<file path="config.mk">
export PLATFORM = sky130hd
export DESIGN_NAME = agc_front
export DESIGN_NICKNAME = d
export VERILOG_FILES = /design/src/rtl/core/agc_pkg.sv /design/src/rtl/core/agc_front.sv
export VERILOG_INCLUDE_DIRS = /design/src /design/src/rtl/core
export SDC_FILE = /design/constraint.sdc
export NUM_CORES = 1
export LEC_CHECK = 0
export ABC_AREA = 1
export BUFFER_PORTS_ARGS = -buffer_cell sky130_fd_sc_hd__clkbuf_2
export CAP_MARGIN = 20
export CELL_PAD_IN_SITES_DETAIL_PLACEMENT = 1
export CELL_PAD_IN_SITES_GLOBAL_PLACEMENT = 1
export CORE_UTILIZATION = 40
export CTS_CLUSTER_DIAMETER = 80
export DETAILED_ROUTE_END_ITERATION = 12
export GPL_ROUTABILITY_DRIVEN = 0
export MAX_ROUTING_LAYER = met4
export PLACE_DENSITY = 0.74
export SYNTH_ARGS = -nofsm -noshare
export SYNTH_HDL_FRONTEND = slang
export SYNTH_SLANG_ARGS = --single-unit
export TNS_END_PERCENT = 20
</file>
<file path="constraint.sdc">
create_clock -name i_clk -period 16.75 [get_ports i_clk]
set_input_delay 2.5125 -clock i_clk [delete_from_list [all_inputs] [get_ports i_clk]]
set_output_delay 2.5125 -clock i_clk [all_outputs]
set_load 0.02 [all_outputs]
</file>
<file path="src/rtl/core/aes_gcm_authenticated_cipher_macros.svh">
// Assertion macros shared by the AES-GCM engine modules.
`ifndef AES_GCM_AUTHENTICATED_CIPHER_MACROS_SVH
`define AES_GCM_AUTHENTICATED_CIPHER_MACROS_SVH

// Implication checked on every rising clock edge outside reset.
`define AGC_ASSERT_IMP(label, clk, rst_n, pre, post, msg) \
    label: assert property (@(posedge clk) disable iff (!rst_n) (pre) |-> (post)) \
        else $error(msg);

// Next-cycle implication checked outside reset.
`define AGC_ASSERT_NEXT(label, clk, rst_n, pre, post, msg) \
    label: assert property (@(posedge clk) disable iff (!rst_n) (pre) |=> (post)) \
        else $error(msg);

`endif

</file>
<file path="src/rtl/core/agc_pkg.sv">
// Shared types, constants and functions of the AES-GCM engine.
`timescale 1ns / 1ps
package agc_pkg;

    localparam int ROUND_COUNT_DEF = 10;
    localparam int BLK_W = 128;

    localparam logic [1:0] ACT_START = 2'd0;
    localparam logic [1:0] ACT_AAD   = 2'd1;
    localparam logic [1:0] ACT_TEXT  = 2'd2;
    localparam logic [1:0] ACT_FIN   = 2'd3;

    localparam logic [7:0] GF_POLY = 8'h1b;
    localparam logic [7:0] GH_POLY = 8'he1;

    // Classified item handed from front to back.
    typedef struct packed {
        logic [1:0]   act;
        logic [127:0] data;
        logic [4:0]   nbytes;
        logic         dir;
        logic [127:0] key;
    } t_cmd;

    function automatic logic [7:0] sbox(input logic [7:0] a);
        logic [7:0] t [256];
        t = '{
        8'h63,8'h7c,8'h77,8'h7b,8'hf2,8'h6b,8'h6f,8'hc5,8'h30,8'h01,8'h67,8'h2b,8'hfe,8'hd7,8'hab,8'h76,
        8'hca,8'h82,8'hc9,8'h7d,8'hfa,8'h59,8'h47,8'hf0,8'had,8'hd4,8'ha2,8'haf,8'h9c,8'ha4,8'h72,8'hc0,
        8'hb7,8'hfd,8'h93,8'h26,8'h36,8'h3f,8'hf7,8'hcc,8'h34,8'ha5,8'he5,8'hf1,8'h71,8'hd8,8'h31,8'h15,
        8'h04,8'hc7,8'h23,8'hc3,8'h18,8'h96,8'h05,8'h9a,8'h07,8'h12,8'h80,8'he2,8'heb,8'h27,8'hb2,8'h75,
        8'h09,8'h83,8'h2c,8'h1a,8'h1b,8'h6e,8'h5a,8'ha0,8'h52,8'h3b,8'hd6,8'hb3,8'h29,8'he3,8'h2f,8'h84,
        8'h53,8'hd1,8'h00,8'hed,8'h20,8'hfc,8'hb1,8'h5b,8'h6a,8'hcb,8'hbe,8'h39,8'h4a,8'h4c,8'h58,8'hcf,
        8'hd0,8'hef,8'haa,8'hfb,8'h43,8'h4d,8'h33,8'h85,8'h45,8'hf9,8'h02,8'h7f,8'h50,8'h3c,8'h9f,8'ha8,
        8'h51,8'ha3,8'h40,8'h8f,8'h92,8'h9d,8'h38,8'hf5,8'hbc,8'hb6,8'hda,8'h21,8'h10,8'hff,8'hf3,8'hd2,
        8'hcd,8'h0c,8'h13,8'hec,8'h5f,8'h97,8'h44,8'h17,8'hc4,8'ha7,8'h7e,8'h3d,8'h64,8'h5d,8'h19,8'h73,
        8'h60,8'h81,8'h4f,8'hdc,8'h22,8'h2a,8'h90,8'h88,8'h46,8'hee,8'hb8,8'h14,8'hde,8'h5e,8'h0b,8'hdb,
        8'he0,8'h32,8'h3a,8'h0a,8'h49,8'h06,8'h24,8'h5c,8'hc2,8'hd3,8'hac,8'h62,8'h91,8'h95,8'he4,8'h79,
        8'he7,8'hc8,8'h37,8'h6d,8'h8d,8'hd5,8'h4e,8'ha9,8'h6c,8'h56,8'hf4,8'hea,8'h65,8'h7a,8'hae,8'h08,
        8'hba,8'h78,8'h25,8'h2e,8'h1c,8'ha6,8'hb4,8'hc6,8'he8,8'hdd,8'h74,8'h1f,8'h4b,8'hbd,8'h8b,8'h8a,
        8'h70,8'h3e,8'hb5,8'h66,8'h48,8'h03,8'hf6,8'h0e,8'h61,8'h35,8'h57,8'hb9,8'h86,8'hc1,8'h1d,8'h9e,
        8'he1,8'hf8,8'h98,8'h11,8'h69,8'hd9,8'h8e,8'h94,8'h9b,8'h1e,8'h87,8'he9,8'hce,8'h55,8'h28,8'hdf,
        8'h8c,8'ha1,8'h89,8'h0d,8'hbf,8'he6,8'h42,8'h68,8'h41,8'h99,8'h2d,8'h0f,8'hb0,8'h54,8'hbb,8'h16};
        return t[a];
    endfunction

    function automatic logic [7:0] xtime(input logic [7:0] v);
        return {v[6:0], 1'b0} ^ (v[7] ? GF_POLY : 8'h00);
    endfunction

    // Byte i of a block sits at bits [127-8i -: 8].
    function automatic logic [127:0] aes_round(input logic [127:0] s, input logic last);
        logic [7:0] t [16];
        logic [7:0] a0, a1, a2, a3, al;
        logic [127:0] o;
        for (int c = 0; c < 4; c++) begin
            for (int i = 0; i < 4; i++) begin
                t[c*4+i] = sbox(s[127 - 8*(((c+i)%4)*4+i) -: 8]);
            end
        end
        for (int c = 0; c < 4; c++) begin
            a0 = t[c*4]; a1 = t[c*4+1]; a2 = t[c*4+2]; a3 = t[c*4+3];
            al = a0 ^ a1 ^ a2 ^ a3;
            if (last) begin
                o[127-32*c -: 32] = {a0, a1, a2, a3};
            end else begin
                o[127-32*c -: 32] = {a0 ^ al ^ xtime(a0 ^ a1), a1 ^ al ^ xtime(a1 ^ a2),
                                     a2 ^ al ^ xtime(a2 ^ a3), a3 ^ al ^ xtime(a3 ^ a0)};
            end
        end
        return o;
    endfunction

    // Next round key from the previous one.
    function automatic logic [127:0] key_step(input logic [127:0] k, input logic [7:0] rc);
        logic [31:0] w0, w1, w2, w3, t;
        {w0, w1, w2, w3} = k;
        t = {sbox(w3[23:16]) ^ rc, sbox(w3[15:8]), sbox(w3[7:0]), sbox(w3[31:24])};
        w0 = w0 ^ t;
        w1 = w1 ^ w0;
        w2 = w2 ^ w1;
        w3 = w3 ^ w2;
        return {w0, w1, w2, w3};
    endfunction

    function automatic logic [127:0] lead_mask(input logic [4:0] n);
        logic [127:0] m;
        for (int i = 0; i < 16; i++) begin
            m[127-8*i -: 8] = (5'(i) < n) ? 8'hff : 8'h00;
        end
        return m;
    endfunction

endpackage

</file>
<file path="src/rtl/core/agc_front.sv">
// Front end: accepts items and writes them into a short queue.
`timescale 1ns / 1ps
`include "aes_gcm_authenticated_cipher_macros.svh"
module agc_front (
    input  logic                i_clk,
    input  logic                i_rst_n,
    input  logic                i_valid,
    output logic                o_ready,
    input  logic [1:0]          i_action,
    input  logic [127:0]        i_data,
    input  logic [4:0]          i_byte_count,
    input  logic                i_dir,
    input  logic [127:0]        i_key,
    output logic                o_cmd_valid,
    input  logic                i_cmd_ready,
    output agc_pkg::t_cmd       o_cmd
);
    localparam int DEPTH = 2;

    agc_pkg::t_cmd r_q [DEPTH];
    logic          r_wp, r_rp;
    logic [1:0]    r_cnt;
    logic          w_push, w_pop;
    logic [4:0]    w_n;

    assign o_ready     = (r_cnt != 2'(DEPTH));
    assign o_cmd_valid = (r_cnt != 2'd0);
    assign o_cmd       = r_q[r_rp];
    assign w_push      = i_valid && o_ready;
    assign w_pop       = o_cmd_valid && i_cmd_ready;
    // Clamp byte count; zero stays zero, and AAD or text items with zero are dropped by the back end.
    assign w_n = (i_byte_count > 5'd16) ? 5'd16 : i_byte_count;

    // Queue storage and pointers.
    always_ff @(posedge i_clk) begin
        if (w_push) begin
            r_q[r_wp] <= '{act: i_action, data: i_data, nbytes: w_n, dir: i_dir, key: i_key};
        end
        if (!i_rst_n) begin
            r_wp  <= 1'b0;
            r_rp  <= 1'b0;
            r_cnt <= 2'd0;
        end else begin
            if (w_push) r_wp <= ~r_wp;
            if (w_pop)  r_rp <= ~r_rp;
            r_cnt <= r_cnt + 2'(w_push) - 2'(w_pop);
        end
    end

    `AGC_ASSERT_IMP(a_no_overflow, i_clk, i_rst_n, r_cnt == 2'(DEPTH), !w_push, "queue overflow")
    `AGC_ASSERT_NEXT(a_cnt_up, i_clk, i_rst_n, w_push && !w_pop, r_cnt != 2'd0, "count lost")
    `AGC_ASSERT_IMP(a_cnt_range, i_clk, i_rst_n, 1'b1, r_cnt <= 2'(DEPTH), "count range")
endmodule

</file>
======== Word-level counts from Yosys, hierarchy flattened ========
Memories as Yosys holds them, arrays and structs flattened. A register that Yosys moved wholly into a read port is not among the register bits.
Index checks and enable logic that the tools add are counted.
operators by class
  reduce and logical (&&, ||, !) cells .... 3
  $add $sub $neg .......................... 2
  muxes and demuxes ....................... 5
  order comparisons ....................... 1
  eq/ne operators ......................... 1
  bitwise operators ....................... 2
operator list
  cell                                                  number
  greater-than comparator 5 bit, second input constant  1
  two-way mux 5 bit                                     1
  two-way mux 1 bit                                     4
  adder 2 x 1 -> 2 bit                                  1
  logical AND 1 bit                                     2
  inequality test 2 bit, second input constant          1
  inverter 1 bit                                        2
  nonzero test 2 bit                                    1
  subtractor 2 x 1 -> 2 bit                             1
storage, ports and cells
  bits in writable memories ............... 528
  bits in registers ....................... 4
  output and inout port bits .............. 266
  memories ................................ 1
memories
  memory  words  width  rd ports  clocked after memory_dff  write ports  RTL line         RTL
  r_q     2      264    1         1                         1            agc_front.sv:20  agc_pkg::t_cmd r_q [DEPTH];

======== Logic depth before layout (Yosys ltp) ========
Gate-level depths: netlist of run 1.
  word-level depth ........................ 4
  gate-level depth with buffers ........... 11

======== Worst setup path after synthesis of run 1 ========
No wires, ideal clock.
  path kind ............................... input to register
  from .................................... input i_valid
  to ...................................... memory r_q[1][0] (netlist name), enable pin
  required time ........................... 15.853 ns
  arrival time ............................ 13.627 ns
  stages on the path ...................... 2
  setup slack ............................. 2.226 ns
  library setup time ...................... 0.897 ns
  cell sequence ........................... nand2_1 -> nor2_1
between the ends
  cells in the longest elaborated chain, start to end .. 3
RTL lines
  element                                  RTL line         RTL
  from (decl)                              agc_front.sv:7   input logic i_valid,
  logical AND 1 bit                        agc_front.sv:29  assign w_push = i_valid && o_ready;
  two-way mux 1 bit                        agc_front.sv:36  if (w_push) begin
  two-way mux 1 bit (implied by the code)  agc_front.sv:37  r_q[r_wp] <= '{act: i_action, data: i_data, nbytes: w_n, dir: i_dir, key: i_key};
  to (decl)                                agc_front.sv:20
No other way between the ends.

==> impl_metrics.env, run 1 <==
export IMPL_cellPowerDensity_nw_per_um2=159
export IMPL_rr_startpoint="r_cnt[0]$_SDFF_PN0_"
export IMPL_finalSetupTns_ns=0
export IMPL_setup_viol_count_final=0
export IMPL_vias_in_the_first_global_route=11300
export IMPL_power_leakage_nw=9.15
export IMPL_die_area_um2=49600
export IMPL_clock_tree_buffer_depth=3
export IMPL_global_route_wire_length_before_repair_um=68400
export IMPL_worst_path_max_fanout=66
export IMPL_pin_count_of_the_biggest_net_entering_global_routing=79
export IMPL_chipHeight_um=223
export IMPL_netlist_cell_type_count=13
export IMPL_rsz_0062_raised_after_global_routing="no"
export IMPL_yosys_warnings=0
export IMPL_route_detailed_wl_per_inst_um=22.2
export IMPL_routed_via_density=4.85
export IMPL_std_cell_rows=80
export IMPL_r2r_slack_ns=13.54
export IMPL_synth_largest_area_cell="edfxtp_1"
export IMPL_mappedNetlistArea_um2=19500
export IMPL_worstPathRequired_ns=14.24
export IMPL_clock_tree_root_cell="clkbuf_16"
export IMPL_drive_above_1_share_pct=59.7
export IMPL_seq_area_frac_synth_pct=81.9
export IMPL_pin_count=534
export IMPL_die_w_um=223
export IMPL_route_antenna_remaining_nets=0
export IMPL_tritoncts_num_sinks=533
export IMPL_area_share_of_the_largest_cell_type_after_synthesis_pct=81.4
export IMPL_slew_viol_final=0
export IMPL_cts_buffers_inserted=55
export IMPL_dr_pass1_iterations=4
export IMPL_ys_dominant_reg_cell="edfxtp_1"
export IMPL_mappedNetlistNets=1135
export IMPL_final_min_period_over_clock_period_pct=38.0
export IMPL_drc_errors=0
export IMPL_asyncSetResetFlopFracSynth_pct=0
export IMPL_cts_hold_buffers_added=0
export IMPL_fin_nets=1708
export IMPL_final_setup_skew_ns=0.0238
export IMPL_tritoncts_clock_tree="built"
export IMPL_cp_start_kind="flip-flop"
export IMPL_hold_crit_class="flip-flop to flip-flop"
export IMPL_wl_um=46700
export IMPL_crit_type="flip-flop to output pin"
export IMPL_area_of_the_multi_input_gates_um2=3110
export IMPL_io_buffers=533
export IMPL_synth_edf_count=528
export IMPL_start_util_pct=40.7
export IMPL_yosys_top_cells_area="edfxtp_1 81%, mux2_2 15%, clkbuf_8 1.6%, dfxtp_1 0.51%, buf_6 0.35%"
export IMPL_cp_arrival_ns=3.85
export IMPL_clock_tree_htree_level_count=2
export IMPL_detailedRoute_firstIterationViolations=476
export IMPL_layout_area_overhead_vs_synth_pct=24.9
export IMPL_fin_util_pct=50.9
export IMPL_core_region_area_um2=47800
export IMPL_status="complete, no violations"
export IMPL_sequential_cell_area_um2=16000
export IMPL_total_count_of_hold_check_failures_in_the_final_report=0
export IMPL_worst_r2r_path_depth=6
export IMPL_num_vias=10200
export IMPL_grt_remaining_overflow=0
export IMPL_final_min_clock_period_ns=6.36
export IMPL_drv_cap=0
export IMPL_synth_seq_cells=533
export IMPL_syn_inst=866
export IMPL_worstMarginPinSlew_ns=1.13
export IMPL_synth_most_common_cell="edfxtp_1"
export IMPL_ir_drop_uv=109
export IMPL_post_cts_setup_buffers=0
export IMPL_whs_path_depth=2
export IMPL_detailedPlacementHpwl_um=32100
export IMPL_globalRouteTotalUtil_pct=19.0
export IMPL_crit_path_end_kind="output pin"
export IMPL_path_clk_slew_ns=0.06
export IMPL_worst_slew_margin_rel_pct=24.7
export IMPL_postCtsResizedCells=0
export IMPL_hold_start="r_rp$_SDFFE_PN0P_"
export IMPL_timing_rr_end="r_q[0][199]$_DFFE_PP_"
export IMPL_grt_antenna_before_repair=6
export IMPL_max_clock_freq_mhz=157
export IMPL_synth_common_cells="528 x edfxtp_1, 264 x mux2_2, 23 x clkbuf_8"
export IMPL_min_delay_worst_endpoint="r_rp$_SDFFE_PN0P_"
export IMPL_postSynthAreaPerCell_um2=22.5
export IMPL_clk_latency_ns=0.59
export IMPL_fillers=4616
## critical path: stages, from the launching register on
cell and delay, ns:
dfxtp_4 0.92, buf_4 0.64, buf_16 0.32, buf_4 0.58
mux2_2 0.43, clkbuf_2 0.16
## power breakdown
part / leakage [nW] / switching (mW) / internal, mW / total [mW]
Clock: 0.799 / 0.486 / 0.633 / 1.12
Combinational: 3.37 / 0.621 / 0.361 / 0.983
Sequential: 4.98 / 0.0661 / 1.69 / 1.76
Total: 9.15 / 1.17 / 2.69 / 3.86
## cell usage in the layout, fill, tap and decap left out, drive strengths merged
cell type  netlist  layout
clkbuf          24     604
edfxtp         528     528
mux2           264     264
clkinv           0      24
nor2            13      13
buf              6      13
inv             11      12
nand2           11      11
diode            0       7
dfxtp            5       5
xnor2            1       1
a21oi            1       1
nand3            1       1
ha               1       1
clkinvlp         0       1
bufinv           0       1
## logic make-up after synthesis
group / count (synthesis) / synth area share (%)
AO/OA/AOI/OAI: 1 / 0.0257
XOR/XNOR: 1 / 0.0450
adder cells (fa/ha/maj): 1 / 0.0642
buffers and inverters: 41 / 2.20
flip-flops: 533 / 81.9
multiplexers: 264 / 15.3
AND/OR/NAND/NOR: 25 / 0.488
## state kept, by name, indices dropped and copies added (netlist names), named ones only
signal / flops
r_q: 528
r_cnt: 2
r_rp: 1
r_wp: 1
## worst max path at each step
stage          depth (start not counted)             endpoint
4_1_cts                                5           o_cmd[132]
3_5_place_dp                           5           o_cmd[132]
5_1_grt                                5           o_cmd[132]
3_3_place_gp                           4           o_cmd[230]
2_1_floorplan                          2  r_q[1][0]$_DFFE_PP_
6_report                               5           o_cmd[132]
## final cells by class
class,instances,share of cell area [%]
antenna,7,0.0720
clock buffer,71,6.08
clock inverter,27,0.627
inverter,11,0.170
multi-input combinational,292,12.8
sequential,533,65.6
tap,615,3.16
timing repair buffer,546,11.5
## per-layer routing
| metal | vias up | GRT usage (%) | part of all wire [%] |
|---|---|---|---|
| met5 | - | - | 0 |
| met4 | 0 | 5.43 | 2.0 |
| met3 | 70 | 5.96 | 8.4 |
| met2 | 413 | 32.3 | 51 |
| met1 | 5120 | 21.4 | 38 |
| li1 | 4593 | - | - |
## metrics by stage
stage | setup slack, ns | area [um2] | hold slack (ns) | cells | power [mW]
after floorplan | 2.23 | 19500 | 0.467 | 866 | 2.53
after global placement | 10.89 | 22600 | 0.478 | 1995 | 2.75
after detailed placement | 10.96 | 22700 | 0.498 | 1997 | 2.78
after CTS | 10.34 | 24300 | 0.514 | 2095 | 3.92
after global routing | 10.15 | 24300 | 0.540 | 2102 | 4.01
final | 10.39 | 24300 | 0.509 | 2102 | 3.86
No activity file was read; power rests on OpenSTA's default activity.
==> inputs of run 2 (changes only) <==
- ABC_AREA: 1 -> 0
- clock period: 16.75 -> 6.5 ns (I/O delays scaled with it)
==> impl_metrics.env, run 2 <==
export IMPL_timing_rr_end="r_q[1][56]$_DFFE_PP_"
export IMPL_layout_area_overhead_vs_synth_pct=25.9
export IMPL_vias_in_the_first_global_route=11100
export IMPL_worst_slew_margin_rel_pct=35.8
export IMPL_worst_r2r_path_depth=3
export IMPL_area_share_of_the_largest_cell_type_after_synthesis_pct=81.4
export IMPL_dr_pass1_iterations=4
export IMPL_hold_start="i_key[113]"
export IMPL_crit_path_cell_trace="buf_4, mux2_2, clkbuf_2"
export IMPL_total_count_of_hold_check_failures_in_the_final_report=0
export IMPL_final_min_clock_period_ns=3.83
export IMPL_yosys_warnings=0
export IMPL_path_clk_slew_ns=0.06
export IMPL_switching_power_mw=2.70
export IMPL_detailedRoute_firstIterationViolations=482
export IMPL_slew_viol_final=0
export IMPL_die_w_um=223
export IMPL_setup_viol_count_final=0
export IMPL_drive_above_1_share_pct=60.8
export IMPL_crit_path_largest_cell_delay_ns=0.82
export IMPL_chipHeight_um=223
export IMPL_power_frac_comb_pct=22.0
export IMPL_pin_count_of_the_biggest_net_entering_global_routing=139
export IMPL_routed_via_density=4.86
export IMPL_synth_common_cells="528 x edfxtp_1, 264 x mux2_2, 17 x buf_6"
export IMPL_finalSetupTns_ns=0
export IMPL_drc_errors=0
export IMPL_die_area_um2=49600
export IMPL_final_min_period_over_clock_period_pct=58.9
export IMPL_critical_path_slowest_cell="dfxtp_4"
export IMPL_tritoncts_clock_tree="built"
export IMPL_crit_type="flip-flop to output pin"
export IMPL_route_antenna_remaining_nets=0
export IMPL_clock_tree_buffer_depth=3
export IMPL_num_vias=10200
export IMPL_ir_drop_uv=311
export IMPL_fin_nets=1693
export IMPL_clock_power_share_pct=33.2
export IMPL_power_sequential_fraction_pct=44.8
export IMPL_power_leakage_nw=9.20
export IMPL_cts_buffers_inserted=56
export IMPL_detailed_place_area_um2=22700
export IMPL_cp_start_kind="flip-flop"
export IMPL_wl_um=45800
export IMPL_clock_tree_htree_level_count=2
export IMPL_fin_worst_hold_slack_ns=0.576
export IMPL_tritoncts_num_sinks=533
export IMPL_area_of_the_multi_input_gates_um2=3170
export IMPL_hold_crit_class="input port to flip-flop"
export IMPL_drv_cap=0
export IMPL_cp_arrival_ns=2.86
export IMPL_rr_startpoint="r_cnt[0]$_SDFF_PN0_"
export IMPL_std_cell_rows=80
export IMPL_final_setup_skew_ns=0.0236
export IMPL_clock_tree_root_cell="clkbuf_16"
export IMPL_layout_commonest_cell="clkbuf_2"
export IMPL_route_detailed_wl_per_inst_um=21.9
export IMPL_core_region_area_um2=47800
export IMPL_io_buffers=533
export IMPL_crit_path_end_kind="output pin"
export IMPL_sw_frac_of_total_pct=28.1
export IMPL_worst_path_max_fanout=59
export IMPL_start_util_pct=40.7
export IMPL_r2r_slack_ns=3.82
export IMPL_asyncSetResetFlopFracSynth_pct=0
export IMPL_totalPowerFinal_mw=9.61
export IMPL_worstMarginPinSlew_ns=0.964
export IMPL_ys_dominant_reg_cell="edfxtp_1"
export IMPL_clk_latency_ns=0.58
export IMPL_final_cell_area_excluding_filler_cells_um2=24500
export IMPL_worstPathRequired_ns=5.52
export IMPL_largest_reg_flops=528
export IMPL_fin_util_pct=51.3
export IMPL_reg_top3="r_q x528, r_cnt x2"
export IMPL_mappedNetlistArea_um2=19500
export IMPL_pin_count=534
export IMPL_worstSetupEndpoint="o_cmd[69]"
export IMPL_globalRouteTotalUtil_pct=18.5
export IMPL_p_int_mw=6.91
export IMPL_post_cts_setup_buffers=0
export IMPL_layout_common_cells="533 x clkbuf_2, 528 x edfxtp_1, 264 x mux2_2"
export IMPL_synth_seq_cells=533
export IMPL_synth_most_common_cell="edfxtp_1"
export IMPL_mappedNetlistNets=1124
export IMPL_yosys_top_cells_area="edfxtp_1 81%, mux2_2 15%, buf_6 0.98%, clkbuf_8 0.85%, dfxtp_1 0.51%"
export IMPL_detailedPlacementHpwl_um=30800
export IMPL_status="complete, no violations"
export IMPL_cellPowerDensity_nw_per_um2=392
export IMPL_seq_area_frac_synth_pct=81.9
export IMPL_top_register="r_q"
export IMPL_postSynthAreaPerCell_um2=22.8
export IMPL_sequential_cell_area_um2=16000
export IMPL_grt_remaining_overflow=0
export IMPL_postCtsResizedCells=0
export IMPL_syn_inst=855
export IMPL_cts_hold_buffers_added=0
export IMPL_grt_antenna_before_repair=9
export IMPL_synth_edf_count=528
export IMPL_synth_largest_area_cell="edfxtp_1"
export IMPL_global_route_wire_length_before_repair_um=66500
export IMPL_max_clock_freq_mhz=261
export IMPL_netlist_cell_type_count=26
export IMPL_fillers=4544
export IMPL_rsz_0062_raised_after_global_routing="no"
## run 2: through the flow
stage | setup WS (ns) | instances
floorplan | -0.281 | 855
global placement | 3.27 | 1981
detailed placement | 3.27 | 1981
CTS | 2.63 | 2083
global route | 2.52 | 2092
finish | 2.67 | 2092
## run 2: layout make-up
cell class	count	area share [%]
Antenna cell	9	0.0918
Tap cell	615	3.14
Inverter	1	0.0459
Clock buffer	67	5.96
Sequential cell	533	65.0
Multi-Input combinational cell	291	12.9
Timing Repair Buffer	541	11.3
Clock inverter	35	1.54
## run 2: worst min path at each step
stage | end | cells after the start
after floorplan | r_wp$_SDFFE_PN0P_ | 2
after global placement | r_rp$_SDFFE_PN0P_ | 2
after detailed placement | flip-flop | 2
after CTS | r_q[0][113]$_DFFE_PP_ | 1
after global routing | r_q[0][182]$_DFFE_PP_ | 1
final | r_q[0][113]$_DFFE_PP_ | 1
## run 2: logic make-up after synthesis
family,Yosys count,synth area share [%]
multiplexers,265,15.3
XOR/XNOR,1,0.0450
AND/OR/NAND/NOR,17,0.559
flip-flops,533,81.9
adder cells (fa/ha/maj),1,0.0642
buffers and inverters,31,1.87
AO/OA/AOI/OAI,7,0.276
## run 2: critical path, delay by kind of cell, from the launching register on
kind                   cells  cell delay, ns
buffers and inverters      2            0.91
DFF                        1            0.82
muxes                      1            0.44
## run 2: power by group through the flow
stage / registers, mW / clock network, mW / logic (mW)
6_report: 4.31 / 3.19 / 2.11
5_1_grt: 4.34 / 3.37 / 2.22
4_1_cts: 4.31 / 3.27 / 2.14
3_5_place_dp: 4.38 / 0 / 2.13
3_3_place_gp: 4.35 / 0 / 2.10
2_1_floorplan: 4.38 / 0 / 1.51
## run 2: layer usage
metal  wire length, um  GRT usage (%)  vias to the layer above
li1                  -              -                     4581
met1             16200           18.8                     5156
met2             24900           33.1                      355
met3              3260           5.28                       81
met4              1360           7.61                        0
met5                 0              -                        -
==> inputs of run 3 (changes only) <==
- PLACE_DENSITY: 0.74 -> 0.77
- clock period: 6.5 -> 3.2 ns (I/O delays scaled with it)
==> impl_metrics.env, run 3 (synthesis results as in run 2) <==
export IMPL_global_route_wire_length_before_repair_um=66700
export IMPL_grt_remaining_overflow=0
export IMPL_setup_viol_count_final=0
export IMPL_core_region_area_um2=47800
export IMPL_worstPathRequired_ns=2.72
export IMPL_cellPowerDensity_nw_per_um2=785
export IMPL_cts_buffers_inserted=54
export IMPL_timing_final_ws_setup_ns=0.467
export IMPL_tritoncts_num_sinks=533
export IMPL_post_cts_setup_buffers=0
export IMPL_worst_r2r_path_depth=4
export IMPL_num_vias=10200
export IMPL_routed_via_density=4.87
export IMPL_grt_antenna_before_repair=6
export IMPL_cp_arrival_ns=2.25
export IMPL_die_w_um=223
export IMPL_final_cell_area_excluding_filler_cells_um2=24700
export IMPL_largest_reg_flops=528
export IMPL_crit_path_cell_trace="buf_12, mux2_2, clkbuf_2"
export IMPL_hold_crit_class="input port to flip-flop"
export IMPL_crit_path_end_kind="output pin"
export IMPL_final_setup_skew_ns=0.0203
export IMPL_io_buffers=533
export IMPL_top_register="r_q"
export IMPL_wl_met3_um=2900
export IMPL_std_cell_rows=80
export IMPL_layout_commonest_cell="clkbuf_2"
export IMPL_place_ws_ns=1.04
export IMPL_crit_path_largest_cell_delay_ns=0.63
export IMPL_worst_path_max_fanout=66
export IMPL_clock_tree_root_cell="clkbuf_16"
export IMPL_pin_count_of_the_biggest_net_entering_global_routing=97
export IMPL_drc_errors=0
export IMPL_final_min_clock_period_ns=2.73
export IMPL_rsz_0062_raised_after_global_routing="no"
export IMPL_dr_pass1_iterations=4
export IMPL_ir_drop_uv=575
export IMPL_top_layer_used="met4"
export IMPL_whs_path_depth=1
export IMPL_worst_slew_margin_rel_pct=59.1
export IMPL_met1Wirelength_um=16700
export IMPL_cts_hold_buffers_added=0
export IMPL_start_util_pct=40.7
export IMPL_clk_latency_ns=0.59
export IMPL_layout_area_overhead_vs_synth_pct=26.6
export IMPL_route_antenna_remaining_nets=0
export IMPL_fin_util_pct=51.6
export IMPL_path_clk_slew_ns=0.06
export IMPL_drive_above_1_share_pct=61.4
export IMPL_fin_nets=1710
export IMPL_chipHeight_um=223
export IMPL_drv_cap=0
export IMPL_die_area_um2=49600
export IMPL_route_met2_wl_um=24800
export IMPL_power_leakage_nw=9.27
export IMPL_worstMarginPinSlew_ns=0.614
export IMPL_postCtsResizedCells=0
export IMPL_crit_type="flip-flop to output pin"
export IMPL_critical_path_slowest_cell="dfxtp_4"
export IMPL_clock_tree_buffer_depth=3
export IMPL_detailed_place_area_um2=22900
export IMPL_clock_tree_htree_level_count=2
export IMPL_status="complete, no violations"
export IMPL_total_count_of_hold_check_failures_in_the_final_report=0
export IMPL_wl_um=45900
export IMPL_final_min_period_over_clock_period_pct=85.4
export IMPL_tritoncts_clock_tree="built"
export IMPL_route_detailed_wl_per_inst_um=21.9
export IMPL_detailedRoute_firstIterationViolations=407
export IMPL_reg_top3="r_q x528, r_cnt x2"
export IMPL_slew_viol_final=0
export IMPL_layout_common_cells="533 x clkbuf_2, 528 x edfxtp_1, 264 x mux2_2"
export IMPL_detailedPlacementHpwl_um=32100
export IMPL_pin_count=534
export IMPL_vias_in_the_first_global_route=11300
export IMPL_max_clock_freq_mhz=366
export IMPL_globalRouteTotalUtil_pct=18.6
export IMPL_cp_start_kind="flip-flop"
==> run 3: report_power, final <==
part	switching [mW]	total [mW]	internal, mW
clock	2.54	6.22	3.68
sequential	0.217	8.71	8.49
combinational	2.72	4.44	1.72
total	5.48	19.4	13.9
==> run 3: routing by layer <==
layer  vias to the layer above  track usage [%]
li1                       4602                -
met1                      5192             19.3
met2                       344             33.1
met3                        85             4.89
met4                         0             7.79
met5                         -                -
==> run 3: cell type report <==
class | instances | area, um2
clock buffer | 69 | 1490
clock inverter | 26 | 265
timing repair buffer | 560 | 2980
multi-input combinational | 291 | 3170
sequential | 533 | 16000
tap | 615 | 769
fill | 4534 | 23200
antenna | 6 | 15.0
inverter | 1 | 7.51
==> run 3: worst paths after layout <==
check	endpoint	slack [ns]	startpoint
worst max register to register	r_q[0][226]$_DFFE_PP_	1.22	r_cnt[0]$_SDFF_PN0_
worst min register to register	flip-flop	0.59	r_rp$_SDFFE_PN0P_
worst min-delay path	r_q[1][106]$_DFFE_PP_	0.08	i_key[106]
worst max-delay path	o_cmd[92]	0.47	flip-flop
==> run 3: metrics by stage <==
| step | cells | TNS [ns] | hold slack [ns] | power, mW |
|---|---|---|---|---|
| floorplan | 855 | -744.79 | 0.552 | 11.9 |
| global placement | 2000 | 0 | 0.565 | 13.2 |
| detailed placement | 2000 | 0 | 0.575 | 13.3 |
| CTS | 2095 | 0 | 0.0335 | 19.6 |
| global route | 2101 | 0 | 0.0473 | 20.0 |
| finish | 2101 | 0 | 0.0764 | 19.4 |
==> run 3: worst max-delay path: cells and delay by family, from the launching register on <==
kind / cells / cell delay (ns)
buffers and inverters: 2 / 0.49
flip-flops: 1 / 0.63
multiplexers: 1 / 0.42
